## src/rtl/adpt_pkg.sv

```systemverilog
// Package with the shared types, codes and constants of the adaptive dark-pixel threshold block.
`default_nettype none

package adpt_pkg;

    localparam int unsigned LEVEL_W    = 8;
    localparam int unsigned COUNT_W    = 21;
    localparam int unsigned SUM_W      = 28;
    localparam int unsigned CFG_IDX_W  = 2;

    localparam logic [COUNT_W-1:0] MAX_PIXELS = COUNT_W'(1048576);

    localparam int unsigned DIV3_MUL   = 683;
    localparam int unsigned DIV3_SHIFT = 11;
    localparam int unsigned CHSUM_W    = LEVEL_W + 2;
    localparam int unsigned PROD_W     = 20;

    localparam int unsigned DIV_STEPS  = LEVEL_W;
    localparam int unsigned STEP_W     = $clog2(DIV_STEPS);

    localparam int unsigned QUEUE_DEPTH = 2;
    localparam int unsigned QPTR_W      = $clog2(QUEUE_DEPTH);
    localparam int unsigned QCNT_W      = $clog2(QUEUE_DEPTH + 1);

    localparam logic [1:0] REQ_ACC = 2'd0;
    localparam logic [1:0] REQ_FIN = 2'd1;
    localparam logic [1:0] REQ_CLS = 2'd2;

    localparam logic KIND_STATS = 1'b0;
    localparam logic KIND_MASK  = 1'b1;

    localparam logic [CFG_IDX_W-1:0] CFG_DARK_LIMIT = CFG_IDX_W'(0);
    localparam logic [CFG_IDX_W-1:0] CFG_GRAY_SET   = CFG_IDX_W'(1);

    typedef struct packed {
        logic [1:0]         req_type;
        logic [LEVEL_W-1:0] blue_level;
        logic [LEVEL_W-1:0] green_level;
        logic [LEVEL_W-1:0] red_level;
    } t_in_item;

    typedef struct packed {
        logic               result_kind;
        logic               mask_black;
        logic [LEVEL_W-1:0] mean_out;
        logic [COUNT_W-1:0] count_out;
    } t_out_item;

    typedef struct packed {
        logic [1:0]         req_type;
        logic [LEVEL_W-1:0] gray;
    } t_cmd;

    typedef struct packed {
        logic               valid;
        t_cmd               cmd;
    } t_push;

    typedef struct packed {
        logic [LEVEL_W-1:0] dark_limit;
        logic [LEVEL_W-1:0] gray_set;
    } t_cfg;

endpackage

`default_nettype wire

```

## src/rtl/adpt_front.sv

```systemverilog
// Front end: accepts items, works out the gray level and drops unused request codes.
`default_nettype none

module adpt_front (
    input  wire logic              i_clk,
    input  wire logic              i_rst_n,
    input  wire logic              i_in_valid,
    output logic                   o_in_stall,
    input  wire adpt_pkg::t_in_item i_in_data,
    input  wire logic              i_queue_full,
    output adpt_pkg::t_push        o_push
);

    logic                            r_valid;
    logic                            n_valid;
    adpt_pkg::t_cmd                  r_cmd;
    logic                            accept;
    logic                            known_req;
    logic [adpt_pkg::CHSUM_W-1:0]    chan_sum;
    logic [adpt_pkg::PROD_W-1:0]     prod;

    assign o_in_stall = r_valid && i_queue_full;
    assign accept     = i_in_valid && !o_in_stall;

    always_comb begin
        unique case (i_in_data.req_type) inside
            adpt_pkg::REQ_ACC, adpt_pkg::REQ_FIN, adpt_pkg::REQ_CLS: known_req = 1'b1;
            default: known_req = 1'b0;
        endcase
    end

    assign chan_sum = adpt_pkg::CHSUM_W'(i_in_data.blue_level)
                    + adpt_pkg::CHSUM_W'(i_in_data.green_level)
                    + adpt_pkg::CHSUM_W'(i_in_data.red_level);
    assign prod = adpt_pkg::PROD_W'(chan_sum) * adpt_pkg::PROD_W'(adpt_pkg::DIV3_MUL);

    assign n_valid = o_in_stall ? 1'b1 : (accept && known_req);

    always_ff @(posedge i_clk) begin
        if (!i_rst_n) begin
            r_valid <= 1'b0;
        end else begin
            r_valid <= n_valid;
        end
    end

    always_ff @(posedge i_clk) begin
        if (accept) begin
            r_cmd.req_type <= i_in_data.req_type;
            r_cmd.gray     <= prod[adpt_pkg::DIV3_SHIFT +: adpt_pkg::LEVEL_W];
        end
    end

    assign o_push.valid = r_valid && !i_queue_full;
    assign o_push.cmd   = r_cmd;

endmodule

`default_nettype wire

```

## src/rtl/adpt_queue.sv

```systemverilog
// Two-entry queue that decouples the front end from the back end.
`default_nettype none

module adpt_queue (
    input  wire logic            i_clk,
    input  wire logic            i_rst_n,
    input  wire adpt_pkg::t_push i_push,
    output logic                 o_full,
    output logic                 o_valid,
    output adpt_pkg::t_cmd       o_cmd,
    input  wire logic            i_pop
);

    adpt_pkg::t_cmd                r_mem [adpt_pkg::QUEUE_DEPTH];
    logic [adpt_pkg::QPTR_W-1:0]   r_wr_ptr;
    logic [adpt_pkg::QPTR_W-1:0]   r_rd_ptr;
    logic [adpt_pkg::QCNT_W-1:0]   r_count;
    logic                          do_push;
    logic                          do_pop;

    assign o_full  = (r_count == adpt_pkg::QCNT_W'(adpt_pkg::QUEUE_DEPTH));
    assign o_valid = (r_count != '0);
    assign o_cmd   = r_mem[r_rd_ptr];
    assign do_push = i_push.valid && !o_full;
    assign do_pop  = i_pop && o_valid;

    always_ff @(posedge i_clk) begin
        if (!i_rst_n) begin
            r_wr_ptr <= '0;
            r_rd_ptr <= '0;
            r_count  <= '0;
        end else begin
            if (do_push) begin
                r_wr_ptr <= r_wr_ptr + 1'b1;
            end
            if (do_pop) begin
                r_rd_ptr <= r_rd_ptr + 1'b1;
            end
            if (do_push && !do_pop) begin
                r_count <= r_count + 1'b1;
            end else if (do_pop && !do_push) begin
                r_count <= r_count - 1'b1;
            end
        end
    end

    always_ff @(posedge i_clk) begin
        if (do_push) begin
            r_mem[r_wr_ptr] <= i_push.cmd;
        end
    end

endmodule

`default_nettype wire

```

## src/rtl/adpt_back.sv

```systemverilog
// Back end: dark-pixel statistics, bit-serial mean division, classification and result register.
`default_nettype none

module adpt_back (
    input  wire logic           i_clk,
    input  wire logic           i_rst_n,
    input  wire adpt_pkg::t_cfg i_cfg,
    input  wire logic           i_cmd_valid,
    input  wire adpt_pkg::t_cmd i_cmd,
    output logic                o_pop,
    output logic                o_out_valid,
    input  wire logic           i_out_stall,
    output adpt_pkg::t_out_item o_out_data
);

    typedef enum logic [2:0] {
        S_RUN  = 3'b001,
        S_DIV  = 3'b010,
        S_DONE = 3'b100
    } t_state;

    t_state                           r_state, n_state;
    logic [adpt_pkg::SUM_W-1:0]       r_sum, n_sum;
    logic [adpt_pkg::COUNT_W-1:0]     r_cnt, n_cnt;
    logic [adpt_pkg::LEVEL_W-1:0]     r_mean, n_mean;
    logic                             r_out_valid, n_out_valid;
    adpt_pkg::t_out_item              r_out_data, n_out_data;
    logic [adpt_pkg::COUNT_W-1:0]     r_div_den, n_div_den;
    logic [adpt_pkg::COUNT_W-1:0]     r_div_rem, n_div_rem;
    logic [adpt_pkg::LEVEL_W-1:0]     r_div_src, n_div_src;
    logic [adpt_pkg::LEVEL_W-1:0]     r_div_quo, n_div_quo;
    logic [adpt_pkg::STEP_W-1:0]      r_div_step, n_div_step;
    logic                             out_free;
    logic [adpt_pkg::COUNT_W:0]       rem_shift;
    logic                             rem_ge;
    logic                             blk;

    assign out_free = !r_out_valid || !i_out_stall;
    assign o_pop    = (r_state == S_RUN) && i_cmd_valid && out_free;

    assign rem_shift = {r_div_rem, r_div_src[adpt_pkg::LEVEL_W-1]};
    assign rem_ge    = (rem_shift >= {1'b0, r_div_den});

    // gray < dark_limit - gray_set + mean, rearranged to avoid signed values
    assign blk = ({1'b0, i_cmd.gray} + {1'b0, i_cfg.gray_set})
               < ({1'b0, i_cfg.dark_limit} + {1'b0, r_mean});

    always_comb begin
        n_state     = r_state;
        n_sum       = r_sum;
        n_cnt       = r_cnt;
        n_mean      = r_mean;
        n_out_valid = r_out_valid;
        n_out_data  = r_out_data;
        n_div_den   = r_div_den;
        n_div_rem   = r_div_rem;
        n_div_src   = r_div_src;
        n_div_quo   = r_div_quo;
        n_div_step  = r_div_step;

        if (r_out_valid && !i_out_stall) begin
            n_out_valid = 1'b0;
        end

        unique case (r_state)
            S_RUN: begin
                if (o_pop) begin
                    case (i_cmd.req_type)
                        adpt_pkg::REQ_ACC: begin
                            if ((i_cmd.gray < i_cfg.dark_limit)
                                && (r_cnt < adpt_pkg::MAX_PIXELS)) begin
                                n_sum = r_sum + adpt_pkg::SUM_W'(i_cmd.gray);
                                n_cnt = r_cnt + 1'b1;
                            end
                        end
                        adpt_pkg::REQ_FIN: begin
                            n_sum = '0;
                            n_cnt = '0;
                            if (r_cnt == '0) begin
                                n_mean                 = '0;
                                n_out_valid            = 1'b1;
                                n_out_data.result_kind = adpt_pkg::KIND_STATS;
                                n_out_data.mask_black  = 1'b0;
                                n_out_data.mean_out    = '0;
                                n_out_data.count_out   = '0;
                            end else begin
                                n_div_den  = r_cnt;
                                n_div_rem  = adpt_pkg::COUNT_W'(
                                    r_sum[adpt_pkg::SUM_W-1:adpt_pkg::LEVEL_W]);
                                n_div_src  = r_sum[adpt_pkg::LEVEL_W-1:0];
                                n_div_quo  = '0;
                                n_div_step = '0;
                                n_state    = S_DIV;
                            end
                        end
                        adpt_pkg::REQ_CLS: begin
                            n_out_valid            = 1'b1;
                            n_out_data.result_kind = adpt_pkg::KIND_MASK;
                            n_out_data.mask_black  = blk;
                            n_out_data.mean_out    = r_mean;
                            n_out_data.count_out   = '0;
                        end
                        default: begin
                        end
                    endcase
                end
            end
            S_DIV: begin
                n_div_rem  = rem_ge ? adpt_pkg::COUNT_W'(rem_shift - {1'b0, r_div_den})
                                    : adpt_pkg::COUNT_W'(rem_shift);
                n_div_src  = {r_div_src[adpt_pkg::LEVEL_W-2:0], 1'b0};
                n_div_quo  = {r_div_quo[adpt_pkg::LEVEL_W-2:0], rem_ge};
                n_div_step = r_div_step + 1'b1;
                if (r_div_step == adpt_pkg::STEP_W'(adpt_pkg::DIV_STEPS - 1)) begin
                    n_state = S_DONE;
                end
            end
            S_DONE: begin
                if (out_free) begin
                    n_mean                 = r_div_quo;
                    n_out_valid            = 1'b1;
                    n_out_data.result_kind = adpt_pkg::KIND_STATS;
                    n_out_data.mask_black  = 1'b0;
                    n_out_data.mean_out    = r_div_quo;
                    n_out_data.count_out   = r_div_den;
                    n_state                = S_RUN;
                end
            end
            default: begin
                n_state = S_RUN;
            end
        endcase
    end

    always_ff @(posedge i_clk) begin
        if (!i_rst_n) begin
            r_state     <= S_RUN;
            r_sum       <= '0;
            r_cnt       <= '0;
            r_mean      <= '0;
            r_out_valid <= 1'b0;
        end else begin
            r_state     <= n_state;
            r_sum       <= n_sum;
            r_cnt       <= n_cnt;
            r_mean      <= n_mean;
            r_out_valid <= n_out_valid;
        end
    end

    always_ff @(posedge i_clk) begin
        r_out_data <= n_out_data;
        r_div_den  <= n_div_den;
        r_div_rem  <= n_div_rem;
        r_div_src  <= n_div_src;
        r_div_quo  <= n_div_quo;
        r_div_step <= n_div_step;
    end

    assign o_out_valid = r_out_valid;
    assign o_out_data  = r_out_data;

endmodule

`default_nettype wire

```

## src/rtl/adaptive_dark_pixel_threshold_core.sv

```systemverilog
// Top level of the adaptive dark-pixel threshold block.
//
//   Channel   Direction  Handshake            Payload
//   in        input      i_in_valid/o_in_stall   t_in_item
//   out       output     o_out_valid/i_out_stall t_out_item
//   cfg       input      i_cfg_valid/o_cfg_ready i_cfg_index, i_cfg_data
//
// Accumulate and classify items are taken one per cycle unless a stall or a division holds
// the flow, and the back end retires each in its run state. A finish item with dark pixels
// holds the back end to load the divider, run eight one-bit steps and report the mean.
// Reset is synchronous and active low; it clears the counters and the mean and sets
// dark_limit to 50 and gray_set to 0.
// A two-entry queue lets the front end keep taking items while the back end divides
// or waits on a stalled result.
`default_nettype none

module adaptive_dark_pixel_threshold_core (
    input  wire logic                               i_clk,
    input  wire logic                               i_rst_n,
    input  wire logic                               i_in_valid,
    output logic                                    o_in_stall,
    input  wire adpt_pkg::t_in_item                 i_in_data,
    output logic                                    o_out_valid,
    input  wire logic                               i_out_stall,
    output adpt_pkg::t_out_item                     o_out_data,
    input  wire logic                               i_cfg_valid,
    output logic                                    o_cfg_ready,
    input  wire logic [adpt_pkg::CFG_IDX_W-1:0]     i_cfg_index,
    input  wire logic [adpt_pkg::LEVEL_W-1:0]       i_cfg_data
);

    adpt_pkg::t_cfg  r_cfg;
    adpt_pkg::t_push push;
    adpt_pkg::t_cmd  q_cmd;
    logic            q_full;
    logic            q_valid;
    logic            pop;

    assign o_cfg_ready = 1'b1;

    always_ff @(posedge i_clk) begin
        if (!i_rst_n) begin
            r_cfg.dark_limit <= adpt_pkg::LEVEL_W'(50);
            r_cfg.gray_set   <= '0;
        end else if (i_cfg_valid && o_cfg_ready) begin
            if (i_cfg_index == adpt_pkg::CFG_DARK_LIMIT) begin
                r_cfg.dark_limit <= i_cfg_data;
            end else if (i_cfg_index == adpt_pkg::CFG_GRAY_SET) begin
                r_cfg.gray_set <= i_cfg_data;
            end
        end
    end

    adpt_front u_front (
        .i_clk        (i_clk),
        .i_rst_n      (i_rst_n),
        .i_in_valid   (i_in_valid),
        .o_in_stall   (o_in_stall),
        .i_in_data    (i_in_data),
        .i_queue_full (q_full),
        .o_push       (push)
    );

    adpt_queue u_queue (
        .i_clk   (i_clk),
        .i_rst_n (i_rst_n),
        .i_push  (push),
        .o_full  (q_full),
        .o_valid (q_valid),
        .o_cmd   (q_cmd),
        .i_pop   (pop)
    );

    adpt_back u_back (
        .i_clk       (i_clk),
        .i_rst_n     (i_rst_n),
        .i_cfg       (r_cfg),
        .i_cmd_valid (q_valid),
        .i_cmd       (q_cmd),
        .o_pop       (pop),
        .o_out_valid (o_out_valid),
        .i_out_stall (i_out_stall),
        .o_out_data  (o_out_data)
    );

endmodule

`default_nettype wire

```

## config.mk

```make
export PLATFORM = sky130hd
export DESIGN_NAME = adaptive_dark_pixel_threshold_core
export DESIGN_NICKNAME = d
export VERILOG_FILES = /design/src/rtl/adpt_pkg.sv /design/src/rtl/adpt_front.sv /design/src/rtl/adpt_queue.sv /design/src/rtl/adpt_back.sv /design/src/rtl/adaptive_dark_pixel_threshold_core.sv
export SDC_FILE = /design/constraint.sdc
export NUM_CORES = 1
export LEC_CHECK = 0
export ABC_CLOCK_PERIOD_IN_PS = 10210
export BUFFER_PORTS_ARGS = -buffer_cell sky130_fd_sc_hd__buf_2
export CAP_MARGIN = 10
export CORE_UTILIZATION = 56
export CTS_CLUSTER_SIZE = 40
export DETAILED_ROUTE_END_ITERATION = 8
export PLACE_DENSITY = 0.74
export SYNTH_ARGS = -nofsm -noshare
export SYNTH_HDL_FRONTEND = slang
export SYNTH_SLANG_ARGS = --single-unit
export TNS_END_PERCENT = 100
```

## constraint.sdc

```tcl
create_clock -name i_clk -period 10.21 [get_ports i_clk]
set_input_delay 0.5105 -clock i_clk [delete_from_list [all_inputs] [get_ports i_clk]]
set_output_delay 0.5105 -clock i_clk [all_outputs]
set_load 0.01 [all_outputs]
```

# [Word level (Yosys, flattened, before mapping)]
# Memory sizes are Yosys's and may differ from the RTL's. A register that Yosys moved wholly into a read port is not among the register bits.
# Index checks and enable logic that the tools add are counted.
[totals] register_bits=184 memories=1 latchBits=0 ram_bits=20 mem_bits_ro=0
[memory_table] name="u_queue.r_mem" depth=2 word_bits=10 rd=1 rd_ports_with_merged_regs=1 write_ports=1 line_no="adpt_queue.sv:14" rtl="adpt_pkg::t_cmd r_mem [adpt_pkg::QUEUE_DEPTH];"
[classes] div=0 n_lt_le_gt_ge=4 eq_ne=19 bitwise_logic=2 reduce_logical=37 shifts=0 multipliers=1 add_sub_neg=12 n_mux=51
[op_table] operator="$pmux W31 S2" count=2
[op_table] operator="$mux W21" count=5
[op_table] operator="$mux W31" count=3
[op_table] operator="$pmux W21 S2" count=2
[op_table] operator="$mux W8" count=10
[op_table] operator="$pmux W28 S2" count=1
[op_table] operator="$pmux W8 S2" count=3
[op_table] operator="$add A28 B8 Y28" count=1
[op_table] operator="$mux W28" count=1
[op_table] operator="$add A8 B8 Y9" count=3
[op_table] operator="$mux W3" count=8
[op_table] operator="$ge A22 B21 Y1" count=1
[op_table] operator="$add A21 B1 Y21 const B" count=1
[op_table] operator="$logic_not A21 Y1" count=1
[op_table] operator="$lt A21 B21 Y1 const B" count=1
[op_table] operator="$sub A21 B21 Y21" count=1
[op_table] operator="$mul A10 B10 Y19 const B" count=1
[op_table] operator="$reduce_and A5 Y1" count=3
[op_table] operator="$logic_and A1 B1 Y1" count=12
[op_table] operator="$reduce_and A4 Y1" count=3
[op_table] operator="$add A10 B8 Y10" count=1
[op_table] operator="$mux W1" count=10
[op_table] operator="$reduce_bool A2 Y1" count=5
[op_table] operator="$lt A9 B9 Y1" count=1
[op_table] operator="other kinds (24)" count=46

# [Depth between registers and ports, before layout]
[logic_depth] ltp_word=8 depth_mapped=31 ltp_nobuf=31

# [Cells and area by module]
# From an unflattened synthesis, not the netlist that was laid out.
[hier_totals] cells_unflattened=1311 area_unflattened_um2=13123.8
[modules_own_cells] mod="adpt_back" seq_area_each_um2=3983.8 cells_each=954 n_inst=1 area_each_um2=9048.7
[modules_own_cells] mod="adpt_front" seq_area_each_um2=320.3 cells_each=233 n_inst=1 area_each_um2=2468.6
[modules_own_cells] mod="adpt_queue" seq_area_each_um2=700.7 cells_each=57 n_inst=1 area_each_um2=948.4
[modules_own_cells] mod="adaptive_dark_pixel_threshold_core" seq_area_each_um2=320.3 cells_each=67 n_inst=1 area_each_um2=658.1

# [Worst setup path after synthesis]
# No wires, ideal clock.
[synth_timing] path_kind="input -> register" from="input port i_in_data[8] in the netlist's numbering" to="register u_front.r_cmd, in the netlist u_front.o_push[7], data pin" stages=26 arrival_time_ps=6344 path_slack_ps=3606 cell_sequence="ha_1 inv_1 fa_1 inv_1 fa_1 a21o_1 a21oi_1 o21bai_1 a21oi_1 o21bai_1 a21oi_1 xor2_1 ha_1 ha_1 fa_1 fa_1 inv_1 fa_1 inv_1 ha_1 nand3_1 or2_2 o211a_1 a21oi_1 a31oi_1 xnor2_1"
[synth_via] elab_chain_cells=3
[synth_lines] item="from (decl)" line_no="adaptive_dark_pixel_threshold_core.sv:22" rtl="input wire adpt_pkg::t_in_item i_in_data,"
[synth_lines] item="$add A8 B8 Y9" line_no="adpt_front.sv:33" rtl="+ adpt_pkg::CHSUM_W'(i_in_data.green_level)"
[synth_lines] item="$add A10 B8 Y10" line_no="adpt_front.sv:34" rtl="+ adpt_pkg::CHSUM_W'(i_in_data.red_level);"
[synth_lines] item="$mul A10 B10 Y19" line_no="adpt_front.sv:35" rtl="assign prod = adpt_pkg::PROD_W'(chan_sum) * adpt_pkg::PROD_W'(adpt_pkg::DIV3_MUL);"
[synth_lines] item="via u_front.prod, one bit" line_no="adpt_front.sv:20" rtl="logic [adpt_pkg::PROD_W-1:0] prod;"
[synth_lines] item="to (decl)" line_no="adpt_front.sv:16" rtl="adpt_pkg::t_cmd r_cmd;"
# The timed path passes the listed nets, and every way through them passes these cells.
# A chain may end at the register's enable or synchronous reset.

# [Worst setup path after layout]
# Ends and elaborated chain as after synthesis.

==> flow_summary.ini <==
[status]
status = finished, final reports clean

[floorplan]
ios = 75
core_um2 = 22780
die_x_um = 154.8
dieHeight_um = 154.8
initial_core_util_pct = 57.37
dieArea_um2 = 23950
rows = 55

[power_and_ir_drop]
power_density_nw_per_um2 = 331.9
vdd_drop_max_v = 0.0006739
leakagePower_nw = 6.082

[route]
routed-via-count = 9507
post_drt_wl_per_cell_um = 15.94
wl_met3_um = 988
wirelength_um = 27150
drc = 0
wirelength_met1_um = 12730
top_layer = met4
vias_per_cell = 5.583
drtIter0Drc = 438
wl_met2_um = 12780
first_pass_iters = 5
ant_nets = 0

[run]
cap_violations = 0

[yosys]
seq_area_frac_synth_pct = 40.75
ys_types = 71
ys_ff_latch = 205
synth_warnings = 0
async_flop_share_pct = 0
postSynthCellCount = 1304
syn_area_um2 = 13070
synth-edff-count = 122
synthesis.nets = 1514
syn_area_per_cell_um2 = 10.02
synth_flop_cell = edfxtp_1

[placement]
dp_hpwl_um = 20050
portBuffers = 73
place_area_um2 = 13750
routabilityCongestion = 0.8721

[hold_path]
hp-class = in2reg
hp-start = i_in_data[24]

[cts]
post-cts-setup-buffers = 0
clock_latency_ns = 0.53
cts_resized = 0
cts.path.max_buffers = 3
clk_pin_slew_ns = 0.05
cts_tree = yes
cts_root_buf = clkbuf_16
hold_buffers = 0
cts.sinks = 205
cts_buffers = 24
htree_num_levels = 1

[setup_path]
crit_path_start = i_in_data[8]
crit_required_ns = 10.46
endpoint = u_front.o_push[7]
worstPathArrival_ns = 6.91
critPathMaxFanout = 4
ff2ff_setup_slack_ns = 6.54
reg2regPathDepth = 11
start_kind = input pin
r2r_end = u_back.r_sum[22]
crit_path_end_kind = flop
path_class = in2reg

[timing]
setup_viol_count_final = 0
slew_viol_final = 0
min_period_ns = 6.662
hold_viol_final = 0
tns_ns = 0
max_freq_mhz = 150.1
worst_pin_slew_ns = 1.098
timing.final.crit_share_pct = 65.25
fin_skew_ns = 0.03278
slew_headroom_pct = 26.32
rsz0062_at_grt = false

[final_layout]
mostFrequentLayoutCells = ha_1 (143), edfxtp_1 (122), inv_1 (116), nand2_1 (100), nor2_1 (95)
drive_above_1_share_pct = 11.58
final_common_cell = ha_1
fin_nets = 1582
stdcell_area_um2 = 14620
antenna_cells = 0
area_growth_pct = 11.87

[grt]
grt_pass1_vias = 9416
grt_max_degree = 46
grtUsageTotal_pct = 23.30
grt_overflow = 0
grt_pass1_wl_um = 45290
antenna_found_initial = 0
## logic make-up (layout without fill, tap and decap cells)
logic type               count (synthesis)  in the layout  synth area share, %
AO/OA/AOI/OAI                          239            239                11.92
XOR/XNOR                                93             93                6.233
flip-flops                             205            205                40.75
multiplexers                            28             28                2.269
adder cells (fa/ha/maj)                169            169                17.68
buffers and inverters                  161            247                4.950
other                                    1              1              0.02870
AND/OR/NAND/NOR                        408            408                16.17
## how the worst min path moves through the flow
stage / to / slack (ns) / cells past startpoint
6_report: u_front.o_push[8] / 0.21 / 1
3_3_place_gp: u_queue.r_mem[0][0] / 0.42 / 0
2_1_floorplan: u_queue.r_mem[0][0] / 0.42 / 0
5_1_grt: u_front.o_push[9] / 0.20 / 1
3_5_place_dp: u_queue.r_mem[1][0] / 0.43 / 0
4_1_cts: u_front.o_push[8] / 0.20 / 1
## through the flow
| step | instances | hold slack [ns] | total power, mW | setup WS [ns] | util [%] |
|---|---|---|---|---|---|
| floorplan | 1304 | 0.4215 | 3.302 | 3.606 | - |
| global placement | 1659 | 0.4245 | 3.837 | 3.260 | 60.36 |
| detailed placement | 1659 | 0.4332 | 3.945 | 3.055 | 60.36 |
| CTS | 1703 | 0.1967 | 4.906 | 3.577 | 64.18 |
| global route | 1703 | 0.1996 | 5.330 | 3.122 | 64.18 |
| finish | 1703 | 0.2072 | 4.853 | 3.548 | 64.18 |
## synthesized netlist by cell type (all sizes together), types with 4 or more instances
cell      n  area share [%]
a211oi    6            0.34
a21boi   13            0.75
a21o     30             1.7
a21oi    63             2.4
a22oi     8            0.46
a31oi     8            0.38
and2     25             1.2
and3     16            0.77
and4      4            0.27
buf      17            0.81
clkbuf   27            0.78
dfxtp    83              13
edfxtp  122              28
fa       26             4.0
ha      143              14
inv     116             3.3
mux2     10            0.89
mux2i    18             1.4
nand2   101             2.9
nand2b    5            0.24
nand3    20            0.77
nand3b    4            0.23
nand4    21             1.0
nand4b    4            0.27
nor2     95             2.7
nor2b    40             1.9
nor3     22            0.88
nor4     33             2.0
nor4b     4            0.27
o211a     4            0.31
o211ai    6            0.38
o21a     13            0.75
o21ai    54             2.1
o21bai   12            0.69
or2       4            0.19
or3       6            0.29
xnor2    56             3.8
xor2     37             2.5
## final cells by class
class                           count  area [µm²]
Clock buffer                       24       600.6
Inverter                          117       439.2
Timing Repair Buffer               86       462.9
Fill cell                        1826        8159
Tap cell                          313       391.6
Sequential cell                   205        5325
Clock inverter                     20       270.3
Multi-Input combinational cell    938        7129
## per-layer routing
layer / up-vias / global-route usage [%]
met5: - / 0
met4: 0 / 7.072
met3: 49 / 2.774
met2: 213 / 40.14
met1: 4487 / 30.71
li1: 4758 / -
## critical path, cell delays in order
cell,delay (ns)
buf_2,0.08
ha_1,0.16
inv_1,0.06
fa_1,0.48
inv_1,0.07
fa_1,0.42
a21o_1,0.17
a21oi_1,0.22
o21bai_1,0.10
a21oi_1,0.24
o21bai_1,0.09
a21oi_1,0.19
xor2_1,0.42
ha_1,0.33
ha_1,0.34
fa_1,0.47
fa_1,0.54
inv_1,0.05
fa_1,0.49
inv_1,0.04
ha_1,0.29
nand3_1,0.09
or2_2,0.32
o211a_1,0.23
a21oi_1,0.24
a31oi_1,0.14
xnor2_1,0.14
## state kept, by name, indices dropped and copies added, names as in the netlist, named ones only
register            count
u_back.r_cnt           21
u_queue.r_wr_ptr        1
u_back.r_state          3
u_back.r_sum           28
u_back.r_div_src        8
u_front.r_valid         1
u_queue.r_mem          20
u_back.r_div_step       3
u_back.r_mean           8
u_back.o_out_valid      1
u_back.r_div_den       21
u_front.o_push         10
u_queue.r_count         2
u_back.r_div_quo        8
r_cfg                  16
u_back.o_out_data      31
u_queue.r_rd_ptr        1
u_back.r_div_rem       21
## power breakdown
part / switching, mW / internal [mW] / total, mW / leakage [nW]
clock: 0.346 / 0.584 / 0.930 / 0.425
sequential: 0.0420 / 1.10 / 1.14 / 1.79
combinational: 1.58 / 1.20 / 2.78 / 3.87
Note: power is estimated with default switching activity, not from simulation.
